`src/kpsd_pkg.sv`:
```
`timescale 1ns / 1ps

package kpsd_pkg;

	localparam int NUM_DIGITS_DEF = 8;

	localparam int SEG_W   = 8;
	localparam int KEY_W   = 4;
	localparam int WAIT_W  = 16;
	localparam int DWELL_W = 8;
	localparam int LINE_W  = 4;
	localparam int SEL_W   = 3;
	localparam int CFG_IDX_W  = 2;
	localparam int CFG_DATA_W = 16;

	localparam logic [CFG_IDX_W-1:0] REG_DEBOUNCE = 2'd0;
	localparam logic [CFG_IDX_W-1:0] REG_TIMEOUT  = 2'd1;
	localparam logic [CFG_IDX_W-1:0] REG_DWELL    = 2'd2;

	localparam logic [WAIT_W-1:0]  DEBOUNCE_RST = 16'd10;
	localparam logic [WAIT_W-1:0]  TIMEOUT_RST  = 16'd5000;
	localparam logic [DWELL_W-1:0] DWELL_RST    = 8'd1;

	localparam logic [LINE_W-1:0] LINES_IDLE = 4'hf;
	localparam logic [LINE_W-1:0] LINE_SEL0  = 4'h7;
	localparam logic [LINE_W-1:0] LINE_SEL1  = 4'hb;
	localparam logic [LINE_W-1:0] LINE_SEL2  = 4'hd;
	localparam logic [LINE_W-1:0] LINE_SEL3  = 4'he;

	typedef struct packed {
		logic             key_event;
		logic [KEY_W-1:0] key_value;
	} key_status_t;

	function automatic logic [SEG_W-1:0] seg_code(input logic [KEY_W-1:0] k);
		logic [SEG_W-1:0] s;
		unique case (k)
			4'h0: s = 8'h3f;
			4'h1: s = 8'h06;
			4'h2: s = 8'h5b;
			4'h3: s = 8'h4f;
			4'h4: s = 8'h66;
			4'h5: s = 8'h6d;
			4'h6: s = 8'h7d;
			4'h7: s = 8'h07;
			4'h8: s = 8'h7f;
			4'h9: s = 8'h6f;
			4'ha: s = 8'h77;
			4'hb: s = 8'h7c;
			4'hc: s = 8'h39;
			4'hd: s = 8'h5e;
			4'he: s = 8'h79;
			default: s = 8'h71;
		endcase
		return s;
	endfunction

endpackage

```
`src/kpsd_ifs.sv`:
```
`timescale 1ns / 1ps

interface kpsd_in_if;
	logic                         valid;
	logic                         ready;
	logic [kpsd_pkg::LINE_W-1:0] col_lines;
	logic [kpsd_pkg::LINE_W-1:0] row_lines;

	modport source (output valid, col_lines, row_lines, input ready);
	modport sink (input valid, col_lines, row_lines, output ready);
endinterface

interface kpsd_out_if;
	logic                        valid;
	logic                        ready;
	logic [kpsd_pkg::SEL_W-1:0] digit_select;
	logic [kpsd_pkg::SEG_W-1:0] segments;
	logic                        key_event;
	logic [kpsd_pkg::KEY_W-1:0] key_code;

	modport source (output valid, digit_select, segments, key_event, key_code, input ready);
	modport sink (input valid, digit_select, segments, key_event, key_code, output ready);
endinterface

interface kpsd_cfg_if;
	logic                             valid;
	logic                             ready;
	logic [kpsd_pkg::CFG_IDX_W-1:0]  index;
	logic [kpsd_pkg::CFG_DATA_W-1:0] data;

	modport source (output valid, index, data, input ready);
	modport sink (input valid, index, data, output ready);
endinterface

```
`src/kpsd_key_ctrl.sv`:
```
`timescale 1ns / 1ps

module kpsd_key_ctrl (
	input  logic                          clk,
	input  logic                          arst_n,
	input  logic                          step,
	input  logic [kpsd_pkg::LINE_W-1:0]  col_lines,
	input  logic [kpsd_pkg::LINE_W-1:0]  row_lines,
	input  logic [kpsd_pkg::WAIT_W-1:0]  debounce_ticks,
	input  logic [kpsd_pkg::WAIT_W-1:0]  release_timeout_ticks,
	output kpsd_pkg::key_status_t         status
);

	typedef enum logic [1:0] {PH_IDLE, PH_DEB1, PH_DEB2, PH_REL} phase_t;

	phase_t                       phase_q, phase_d;
	logic [kpsd_pkg::WAIT_W-1:0] wait_q, wait_d, wait_inc;
	logic [kpsd_pkg::KEY_W-1:0]  key_q, key_d;
	logic                         ev;

	assign wait_inc = (wait_q != '1) ? wait_q + 16'd1 : wait_q;

	always_comb begin
		phase_d = phase_q;
		wait_d  = wait_q;
		key_d   = key_q;
		ev      = 1'b0;
		unique case (phase_q)
			PH_IDLE: begin
				if (col_lines != kpsd_pkg::LINES_IDLE) begin
					phase_d = PH_DEB1;
					wait_d  = '0;
				end
			end
			PH_DEB1: begin
				wait_d = wait_inc;
				if (wait_inc >= debounce_ticks) begin
					wait_d = '0;
					if (col_lines != kpsd_pkg::LINES_IDLE) begin
						case (col_lines)
							kpsd_pkg::LINE_SEL0: key_d = 4'd0;
							kpsd_pkg::LINE_SEL1: key_d = 4'd1;
							kpsd_pkg::LINE_SEL2: key_d = 4'd2;
							kpsd_pkg::LINE_SEL3: key_d = 4'd3;
							default: key_d = key_q;
						endcase
						phase_d = PH_DEB2;
					end else begin
						phase_d = PH_IDLE;
					end
				end
			end
			PH_DEB2: begin
				wait_d = wait_inc;
				if (wait_inc >= debounce_ticks) begin
					wait_d = '0;
					case (row_lines)
						kpsd_pkg::LINE_SEL1: key_d = key_q + 4'd4;
						kpsd_pkg::LINE_SEL2: key_d = key_q + 4'd8;
						kpsd_pkg::LINE_SEL3: key_d = key_q + 4'd12;
						default: key_d = key_q;
					endcase
					if (row_lines == kpsd_pkg::LINES_IDLE) begin
						ev      = 1'b1;
						phase_d = PH_IDLE;
					end else begin
						phase_d = PH_REL;
					end
				end
			end
			default: begin
				wait_d = wait_inc;
				if (row_lines == kpsd_pkg::LINES_IDLE || wait_inc >= release_timeout_ticks) begin
					ev      = 1'b1;
					wait_d  = '0;
					phase_d = PH_IDLE;
				end
			end
		endcase
	end

	always_ff @(posedge clk or negedge arst_n) begin
		if (!arst_n) begin
			phase_q <= PH_IDLE;
			wait_q  <= '0;
			key_q   <= '0;
		end else if (step) begin
			phase_q <= phase_d;
			wait_q  <= wait_d;
			key_q   <= key_d;
		end
	end

	assign status.key_event = ev;
	assign status.key_value = key_d;

	a_idle_count_clear: assert property (@(posedge clk) disable iff (!arst_n)
		phase_q == PH_IDLE |-> wait_q == '0)
		else $error("wait count not cleared in idle");

	a_event_phase: assert property (@(posedge clk) disable iff (!arst_n)
		ev |-> (phase_q == PH_DEB2 || phase_q == PH_REL))
		else $error("key event outside debounce or release phase");

	a_press_starts: assert property (@(posedge clk) disable iff (!arst_n)
		(step && phase_q == PH_IDLE && col_lines != kpsd_pkg::LINES_IDLE)
		|=> phase_q == PH_DEB1)
		else $error("press in idle did not start debounce");

endmodule

```
`src/kpsd_digit_cell.sv`:
```
`timescale 1ns / 1ps

module kpsd_digit_cell (
	input  logic                         clk,
	input  logic                         arst_n,
	input  logic                         shift_en,
	input  logic [kpsd_pkg::SEG_W-1:0]  din,
	output logic [kpsd_pkg::SEG_W-1:0]  dnext,
	output logic [kpsd_pkg::SEG_W-1:0]  dq
);

	logic [kpsd_pkg::SEG_W-1:0] digit_q;

	assign dnext = shift_en ? din : digit_q;
	assign dq    = digit_q;

	always_ff @(posedge clk or negedge arst_n) begin
		if (!arst_n) begin
			digit_q <= '0;
		end else begin
			digit_q <= dnext;
		end
	end

endmodule

```
`src/kpsd_scan.sv`:
```
`timescale 1ns / 1ps

module kpsd_scan #(
	parameter int NUM_DIGITS = kpsd_pkg::NUM_DIGITS_DEF,
	localparam int SCAN_W = $clog2(NUM_DIGITS)
) (
	input  logic                          clk,
	input  logic                          arst_n,
	input  logic                          step,
	input  logic [kpsd_pkg::DWELL_W-1:0] dwell_ticks,
	output logic [SCAN_W-1:0]             scan_index
);

	localparam logic [SCAN_W-1:0] LAST = SCAN_W'(NUM_DIGITS - 1);

	logic [kpsd_pkg::DWELL_W-1:0] dwell_q, dwell_inc;
	logic [SCAN_W-1:0]             scan_q;

	assign dwell_inc  = dwell_q + 8'd1;
	assign scan_index = scan_q;

	always_ff @(posedge clk or negedge arst_n) begin
		if (!arst_n) begin
			dwell_q <= '0;
			scan_q  <= '0;
		end else if (step) begin
			if (dwell_inc >= dwell_ticks || dwell_inc == '0) begin
				dwell_q <= '0;
				scan_q  <= (scan_q == LAST) ? '0 : scan_q + SCAN_W'(1);
			end else begin
				dwell_q <= dwell_inc;
			end
		end
	end

	a_scan_range: assert property (@(posedge clk) disable iff (!arst_n)
		scan_q <= LAST)
		else $error("scan index out of range");

endmodule

```
`src/keypad_to_shifting_seven_segment_top.sv`:
```
`timescale 1ns / 1ps

// 4x4 keypad scanner with a multiplexed seven-segment display of NUM_DIGITS
// digits. Every input word is one tick and yields exactly one output word,
// in the cycle after, through the output register; a new word is taken every
// clock unless the output word is stalled. A key walks idle, debounce,
// debounce, release wait; its code enters digit 0 of a row of digit cells
// that shift toward the last digit, and shows on the same word. Registers:
// 0 debounce ticks, 1 release timeout ticks, 2 dwell ticks per digit;
// write them only while no word is in flight. digit_select is the scan
// index truncated or zero-extended to 3 bits.
module keypad_to_shifting_seven_segment_top #(
	parameter int NUM_DIGITS = kpsd_pkg::NUM_DIGITS_DEF
) (
	input  logic       clk,
	input  logic       arst_n,
	kpsd_in_if.sink    in_ch,
	kpsd_out_if.source out_ch,
	kpsd_cfg_if.sink   cfg
);

	localparam int SCAN_W = $clog2(NUM_DIGITS);

	logic [kpsd_pkg::WAIT_W-1:0]  debounce_q, timeout_q;
	logic [kpsd_pkg::DWELL_W-1:0] dwell_q;

	logic                         in_acc, shift_en;
	kpsd_pkg::key_status_t        status;
	logic [SCAN_W-1:0]            scan_index;
	logic [kpsd_pkg::SEG_W-1:0]  seg_next [NUM_DIGITS];
	logic [kpsd_pkg::SEG_W-1:0]  seg_q    [NUM_DIGITS];

	logic                         out_valid_q;
	logic [kpsd_pkg::SEL_W-1:0]  sel_q;
	logic [kpsd_pkg::SEG_W-1:0]  segs_q;
	logic                         event_q;
	logic [kpsd_pkg::KEY_W-1:0]  code_q;

	assign cfg.ready   = 1'b1;
	assign in_ch.ready = !out_valid_q || out_ch.ready;
	assign in_acc      = in_ch.valid && in_ch.ready;
	assign shift_en    = in_acc && status.key_event;

	always_ff @(posedge clk or negedge arst_n) begin
		if (!arst_n) begin
			debounce_q <= kpsd_pkg::DEBOUNCE_RST;
			timeout_q  <= kpsd_pkg::TIMEOUT_RST;
			dwell_q    <= kpsd_pkg::DWELL_RST;
		end else if (cfg.valid) begin
			unique case (cfg.index)
				kpsd_pkg::REG_DEBOUNCE: debounce_q <= cfg.data;
				kpsd_pkg::REG_TIMEOUT:  timeout_q  <= cfg.data;
				kpsd_pkg::REG_DWELL:    dwell_q    <= cfg.data[kpsd_pkg::DWELL_W-1:0];
				default: ;
			endcase
		end
	end

	kpsd_key_ctrl u_key_ctrl (
		.clk                   (clk),
		.arst_n                (arst_n),
		.step                  (in_acc),
		.col_lines             (in_ch.col_lines),
		.row_lines             (in_ch.row_lines),
		.debounce_ticks        (debounce_q),
		.release_timeout_ticks (timeout_q),
		.status                (status)
	);

	kpsd_scan #(
		.NUM_DIGITS (NUM_DIGITS)
	) u_scan (
		.clk         (clk),
		.arst_n      (arst_n),
		.step        (in_acc),
		.dwell_ticks (dwell_q),
		.scan_index  (scan_index)
	);

	for (genvar i = 0; i < NUM_DIGITS; i++) begin : g_cell
		logic [kpsd_pkg::SEG_W-1:0] din;
		if (i == 0) begin : g_head
			assign din = kpsd_pkg::seg_code(status.key_value);
		end else begin : g_link
			assign din = seg_q[i-1];
		end
		kpsd_digit_cell u_cell (
			.clk      (clk),
			.arst_n   (arst_n),
			.shift_en (shift_en),
			.din      (din),
			.dnext    (seg_next[i]),
			.dq       (seg_q[i])
		);
	end

	always_ff @(posedge clk or negedge arst_n) begin
		if (!arst_n) begin
			out_valid_q <= 1'b0;
		end else if (in_acc) begin
			out_valid_q <= 1'b1;
		end else if (out_ch.ready) begin
			out_valid_q <= 1'b0;
		end
	end

	always_ff @(posedge clk) begin
		if (in_acc) begin
			sel_q   <= kpsd_pkg::SEL_W'(scan_index);
			segs_q  <= seg_next[scan_index];
			event_q <= status.key_event;
			code_q  <= status.key_value;
		end
	end

	assign out_ch.valid        = out_valid_q;
	assign out_ch.digit_select = sel_q;
	assign out_ch.segments     = segs_q;
	assign out_ch.key_event    = event_q;
	assign out_ch.key_code     = code_q;

	a_no_drop: assert property (@(posedge clk) disable iff (!arst_n)
		(out_valid_q && !out_ch.ready) |-> !in_ch.ready)
		else $error("input taken while output word stalled");

	a_head_loaded: assert property (@(posedge clk) disable iff (!arst_n)
		shift_en |=> seg_q[0] == kpsd_pkg::seg_code($past(status.key_value)))
		else $error("first digit not loaded with key code");

endmodule

```
`src/flat_wrapper.sv`:
```
// flat-port wrapper written by rule: the top's interface ports become plain ports
module keypad_to_shifting_seven_segment_top_flat 
#(
	parameter int NUM_DIGITS = kpsd_pkg::NUM_DIGITS_DEF
)
  (clk, arst_n, in_ch_valid, in_ch_col_lines, in_ch_row_lines, in_ch_ready, out_ch_valid, out_ch_digit_select, out_ch_segments, out_ch_key_event, out_ch_key_code, out_ch_ready, cfg_valid, cfg_index, cfg_data, cfg_ready);
  kpsd_in_if in_ch_i ();
  kpsd_out_if out_ch_i ();
  kpsd_cfg_if cfg_i ();
  input  logic clk;
  input  logic arst_n;
  input wire logic [$bits(in_ch_i.valid)-1:0] in_ch_valid;
  input wire logic [$bits(in_ch_i.col_lines)-1:0] in_ch_col_lines;
  input wire logic [$bits(in_ch_i.row_lines)-1:0] in_ch_row_lines;
  output wire logic [$bits(in_ch_i.ready)-1:0] in_ch_ready;
  output wire logic [$bits(out_ch_i.valid)-1:0] out_ch_valid;
  output wire logic [$bits(out_ch_i.digit_select)-1:0] out_ch_digit_select;
  output wire logic [$bits(out_ch_i.segments)-1:0] out_ch_segments;
  output wire logic [$bits(out_ch_i.key_event)-1:0] out_ch_key_event;
  output wire logic [$bits(out_ch_i.key_code)-1:0] out_ch_key_code;
  input wire logic [$bits(out_ch_i.ready)-1:0] out_ch_ready;
  input wire logic [$bits(cfg_i.valid)-1:0] cfg_valid;
  input wire logic [$bits(cfg_i.index)-1:0] cfg_index;
  input wire logic [$bits(cfg_i.data)-1:0] cfg_data;
  output wire logic [$bits(cfg_i.ready)-1:0] cfg_ready;
  assign in_ch_i.valid = in_ch_valid;
  assign in_ch_i.col_lines = in_ch_col_lines;
  assign in_ch_i.row_lines = in_ch_row_lines;
  assign in_ch_ready = in_ch_i.ready;
  assign out_ch_valid = out_ch_i.valid;
  assign out_ch_digit_select = out_ch_i.digit_select;
  assign out_ch_segments = out_ch_i.segments;
  assign out_ch_key_event = out_ch_i.key_event;
  assign out_ch_key_code = out_ch_i.key_code;
  assign out_ch_i.ready = out_ch_ready;
  assign cfg_i.valid = cfg_valid;
  assign cfg_i.index = cfg_index;
  assign cfg_i.data = cfg_data;
  assign cfg_ready = cfg_i.ready;
  keypad_to_shifting_seven_segment_top #(.NUM_DIGITS(NUM_DIGITS)) u_core (.clk(clk), .arst_n(arst_n), .in_ch(in_ch_i), .out_ch(out_ch_i), .cfg(cfg_i));
endmodule
```
`config.mk`:
```
export PLATFORM = sky130hd
export DESIGN_NAME = keypad_to_shifting_seven_segment_top_flat
export DESIGN_NICKNAME = d
export VERILOG_FILES = /design/src/kpsd_pkg.sv /design/src/kpsd_ifs.sv /design/src/kpsd_key_ctrl.sv /design/src/kpsd_digit_cell.sv /design/src/kpsd_scan.sv /design/src/keypad_to_shifting_seven_segment_top.sv /design/src/flat_wrapper.sv
export SDC_FILE = /design/constraint.sdc
export NUM_CORES = 1
export LEC_CHECK = 0
export BUFFER_PORTS_ARGS = -buffer_cell sky130_fd_sc_hd__buf_2
export CORE_MARGIN = 2
export CORE_UTILIZATION = 40
export DETAILED_ROUTE_END_ITERATION = 16
export HOLD_SLACK_MARGIN = 0.02
export PLACE_DENSITY_LB_ADDON = 0.15
export REMOVE_ABC_BUFFERS = 1
export SYNTH_ARGS = -nofsm -noshare
export SYNTH_HDL_FRONTEND = slang
export SYNTH_SLANG_ARGS = --single-unit
```
`constraint.sdc`:
```
create_clock -name clk -period 4.5 [get_ports clk]
set_input_delay 1.35 -clock clk [delete_from_list [all_inputs] [get_ports clk]]
set_output_delay 1.35 -clock clk [all_outputs]
set_load 0.05 [all_outputs]
```
==> results <==
- The headroom to the max-slew limit is 32.4%.
- The number of max-slew violations in the final report was 0.
- 0 antenna diodes ended up in the layout.
- The total iterations of the first detailed-routing run is 7.
- The run finished, with violations left.
- The family of cells with the greatest summed delay on the critical path is simple AND/OR/NAND/NOR gates.
- In this run the cell area of the synthesized design comes to 8700 um2.
- Synthesis produced 941 cells.
- In this run, the number of DRC markers left after iteration 0 of detailed routing was 500.
- The part of the power in the clock network is 26.7%.
- The sum of net half-perimeters after detailed placement is 15.2 mm.
- The checks that failed: negative setup slack.
- The standard cell core area is 21200 um2.
- The first global-routing pass estimated 35.8 mm of wire.
- The vias per cell is 5.34.
- The residual DRC count is 0.
- In this run, synthesis inferred 16 flip-flops with an integrated enable.
- Counting I/O delays and the setup requirement, the final critical path takes 4.54 ns.
- The vertical die dimension is 152 um.
- The average routed wire per standard cell is 16.6 um.
- For this run the aggregate overflow at the end of global routing stands at 0.
- The CTS buffer count is 17.
- The most used cell along the critical path is nand4_1.
- At the end of routability-driven placement, the weighted congestion stood at 0.812.
- The number of clock sinks seen by CTS is 154.
- No sink is reached through more buffers than the 2 on the longest clock path.
- Based on the critical path, the design can be clocked at up to 0.220 GHz.
- The endpoint kind of the worst setup timing path is a register.
- The all-layer global routing usage is 19.9%.
- Setup repair after global routing could not meet its margin everywhere.
- The library cell used most frequently in the layout, excluding fill and tap cells, is nand2_1.
- Buffers placed on the I/O ports in this run total 48.
- Relative to the synthesized area, the layout overhead comes to 28.9%.
- Dividing total power by cell area gives a power density of 497 nW/um2.
- The final critical path takes up 101% of the cycle.
- The largest fanout on the critical path is 8.
- STA classifies the critical path startpoint as a register.
- The cell row count is 53.
- The routed wire length is 22.9 mm.
- The hold violation count in the final report was 0.
- The worst hold path endpoint is u_core.g_cell[3].u_cell.dq[5].
- The worst register-to-register path has a depth of 21.
- The required arrival time at the worst endpoint is 4.66 ns.
- Setup slack on the worst reg-to-reg path comes out at -0.04 ns.
- The worst hold path belongs to the class register to register.
- The worst-case setup margin in the final layout is -0.0410 ns.
- The buffer cell driving the clock tree root is clkbuf_16.
- The area occupied by multi-input gates is 4820 um2.
- TritonCTS built the clock tree.
- In this run the count of I/O pins placed on the die edge is 50.
- The flip-flop and latch count after synthesis is 154.
- The slowest library cell on the worst path is or4_1.
- The average instance in the mapped netlist occupies 9.25 um2.
- The die area is 23000 um2.
- The critical path goes through nand4_1 > nor2_2 > nand4_1 > nor2_2 > and3_4 > mux2i_4 > inv_2 > buf_4 > buf_4 > ha_1 > nand4_1 > a21o_1 > a211oi_4 > a211oi_2 > inv_2 > buf_8 > a22oi_2 > buf_6 > a221oi_1 > o22ai_1 > or4_1.
- Hold repair after CTS inserted 0 buffers.
- Together, buffers and inverters on the worst path number 6.
- The switching power is 2020 uW.
- The number of max-capacitance violations reported is 0.
- The sequential cells in the finished layout cover a total of 3940 um2.
- The largest net degree at the start of global routing is 84.
- The proportion of power drawn by combinational gates is 37.4%.
- In the final layout, the share of cells above drive strength 1 is 29.7%.
- The final net count is 1174.
- The critical path data arrival time is 4.70 ns.
- The number of H-tree branching levels is 4.
- Sequential cells account for 35.9% of the total power.
- Of all flip-flops after synthesis, the portion carrying an async set or reset was 89.6%.
- The die span in x is 152 um.
- Hold is met by 0.477 ns.
- The residual antenna-violating net count after detailed routing is 0.
- In the layout the commonest cells are nand2_1, dfrtp_1, buf_4.
- In this run the critical register-to-register path is launched from u_core.u_key_ctrl.wait_q[6].
- The worst supply voltage drop on vdd is 267 uV.
- The initial standard-cell utilization of the core is 41.0%.
- The largest stage delay on the critical path is 0.48 ns.
- For the pin with the worst max-slew slack, the measured transition is 1.01 ns.
- In this run the static leakage power is 0.00536 uW.
- The critical path class is register to register.
- The final standard cell utilization of the core is 52.9%.
- The beginning of the worst hold path is u_core.g_cell[2].u_cell.dq[5].
- The cell count of the worst hold path is 2.
- The clock skew after layout is 0.00899 ns.
- The via count of the first global-routing pass is 6905.
- The post-CTS clock slew at the launch and capture registers of the worst setup and hold paths is 0.06 ns.
- The finished layout holds 1376 standard cells, fillers aside.
- With fillers left out, the area of the finished cells amounts to 11200 um2.
- After filler insertion, the fill cell instance count of the layout stands at 1974.
- At the later pin of the worst-skew pair, clock insertion delay measures 0.43 ns.
- Internal power comes to 3560 uW.
- The number of antenna violations at the first check in global routing is 0.
- The worst register-to-register path ends at u_core.out_ch.segments[2].
- The number of vias after detailed routing is 7345.
- The number of distinct standard cells referenced by the synthesized netlist is 70.
- The number of synthesis warnings is 0.
- The commonest register cell after synthesis is dfrtp_1.
- Setup violations remaining at the end of the flow were counted as 2.
- Of the total power, the share spent switching nets is 36.2%.
- The area after detailed placement is 9820 um2.
- The total instance count after detailed placement is 1315.
- The sequential fraction of the synthesis area is 45.3%.
-- registers in the layout (all words and copies together), names as in the netlist, 4 cells and up --
register                  count
u_core.g_cell.u_cell.dq      64
u_core.debounce_q            16
u_core.timeout_q             16
u_core.u_key_ctrl.wait_q     16
u_core.dwell_q                8
u_core.out_ch.segments        8
u_core.u_scan.dwell_q         8
u_core.out_ch.key_code        4
u_core.u_key_ctrl.key_q       4
-- metrics by stage --
step / TNS, ns / setup WS (ns) / power, uW
after global routing: -1.69 / -0.283 / 5920
after global placement: -0.324 / -0.152 / 3770
after detailed placement: -0.977 / -0.238 / 3780
final: -0.0482 / -0.0410 / 5580
after CTS: -0.0283 / -0.0218 / 5310
after floorplan: -23.65 / -1.35 / 3150
-- cell families (layout without fill, tap and decap cells) --
family / Yosys count / count (layout) / share of synthesized area (%)
simple gates: 343 / 345 / 17.4
fa+ha+maj: 55 / 55 / 7.91
buf+inv: 119 / 277 / 5.48
xor+xnor: 23 / 23 / 2.31
mux: 46 / 46 / 6.14
other cells: 1 / 1 / 0.0431
compound gates: 200 / 200 / 15.4
flops: 154 / 154 / 45.3
-- cells in the mapped netlist, types with 7 or more instances --
library cell	number	area share, %
nand2_1	208	9.0
dfrtp_1	130	37
o21ai_0	78	4.5
inv_1	77	3.3
ha_1	55	7.9
mux2_2	39	5.0
nor2_1	37	1.6
clkbuf_1	28	1.2
nand3_1	22	1.3
a21oi_1	21	1.2
edfxtp_1	16	5.5
nand4_1	15	1.1
nand2b_1	13	0.93
a221o_1	12	1.4
xnor2_1	12	1.2
nor3_1	11	0.63
xor2_1	11	1.1
a21o_1	10	0.86
a221oi_1	10	1.0
dfstp_2	8	2.4
o21a_1	7	0.60
-- area by class of cell --
cell class | count | area share [%]
inverters | 79 | 2.64
multi-input cells | 670 | 42.9
clock buffers | 25 | 4.33
clock inverters | 7 | 1.03
repair buffers | 166 | 10.9
flip-flops and latches | 154 | 35.1
well taps | 275 | 3.07
-- what timing repair did --
item | CTS | global route
pin swaps | 11 | 34
setup endpoints to repair | 11 | 55
cloned | 2 | 2
gates resized for setup | 15 | 101
endpoints found under the hold margin | 0 | 0
setup buffers | 5 | 21
-- tightest hold or removal path, stage by stage (launching register included) --
cell	delay, ns
dfrtp_1	0.34
nand2_1	0.04
o21ai_0	0.06
-- power by group through the flow --
stage	clock (uW)	combinational, uW	sequential (uW)
after floorplan	0	1090	2060
after global placement	0	1750	2020
after detailed placement	0	1760	2020
after CTS	1520	1790	2000
after global routing	1580	2300	2050
final	1490	2090	2000
-- worst max-delay path by stage --
stage | start | to | slack [ns] | cells after the start
6_report | u_core.u_key_ctrl.wait_q[6] | u_core.out_ch.segments[2] | -0.04 | 21
5_1_grt | u_core.u_key_ctrl.wait_q[6] | u_core.out_ch.segments[2] | -0.28 | 21
3_5_place_dp | u_core.u_key_ctrl.wait_q[3] | u_core.out_ch.segments[2] | -0.24 | 20
4_1_cts | u_core.u_key_ctrl.wait_q[3] | u_core.out_ch.segments[2] | -0.02 | 18
3_3_place_gp | u_core.u_key_ctrl.wait_q[4] | u_core.out_ch.segments[2] | -0.15 | 19
2_1_floorplan | u_core.u_key_ctrl.wait_q[3] | u_core.out_ch.segments[7] | -1.35 | 18
-- per-layer routing --
layer  up-vias  global-route usage [%]  part of all wire [%]
li1       3574                       -                     -
met1      3554                    29.8                    50
met2       191                    29.8                    45
met3        26                    3.20                   4.1
met4         0                    5.88                   1.3
met5         -                       0                     0
Note: power is estimated with default switching activity, not from simulation.
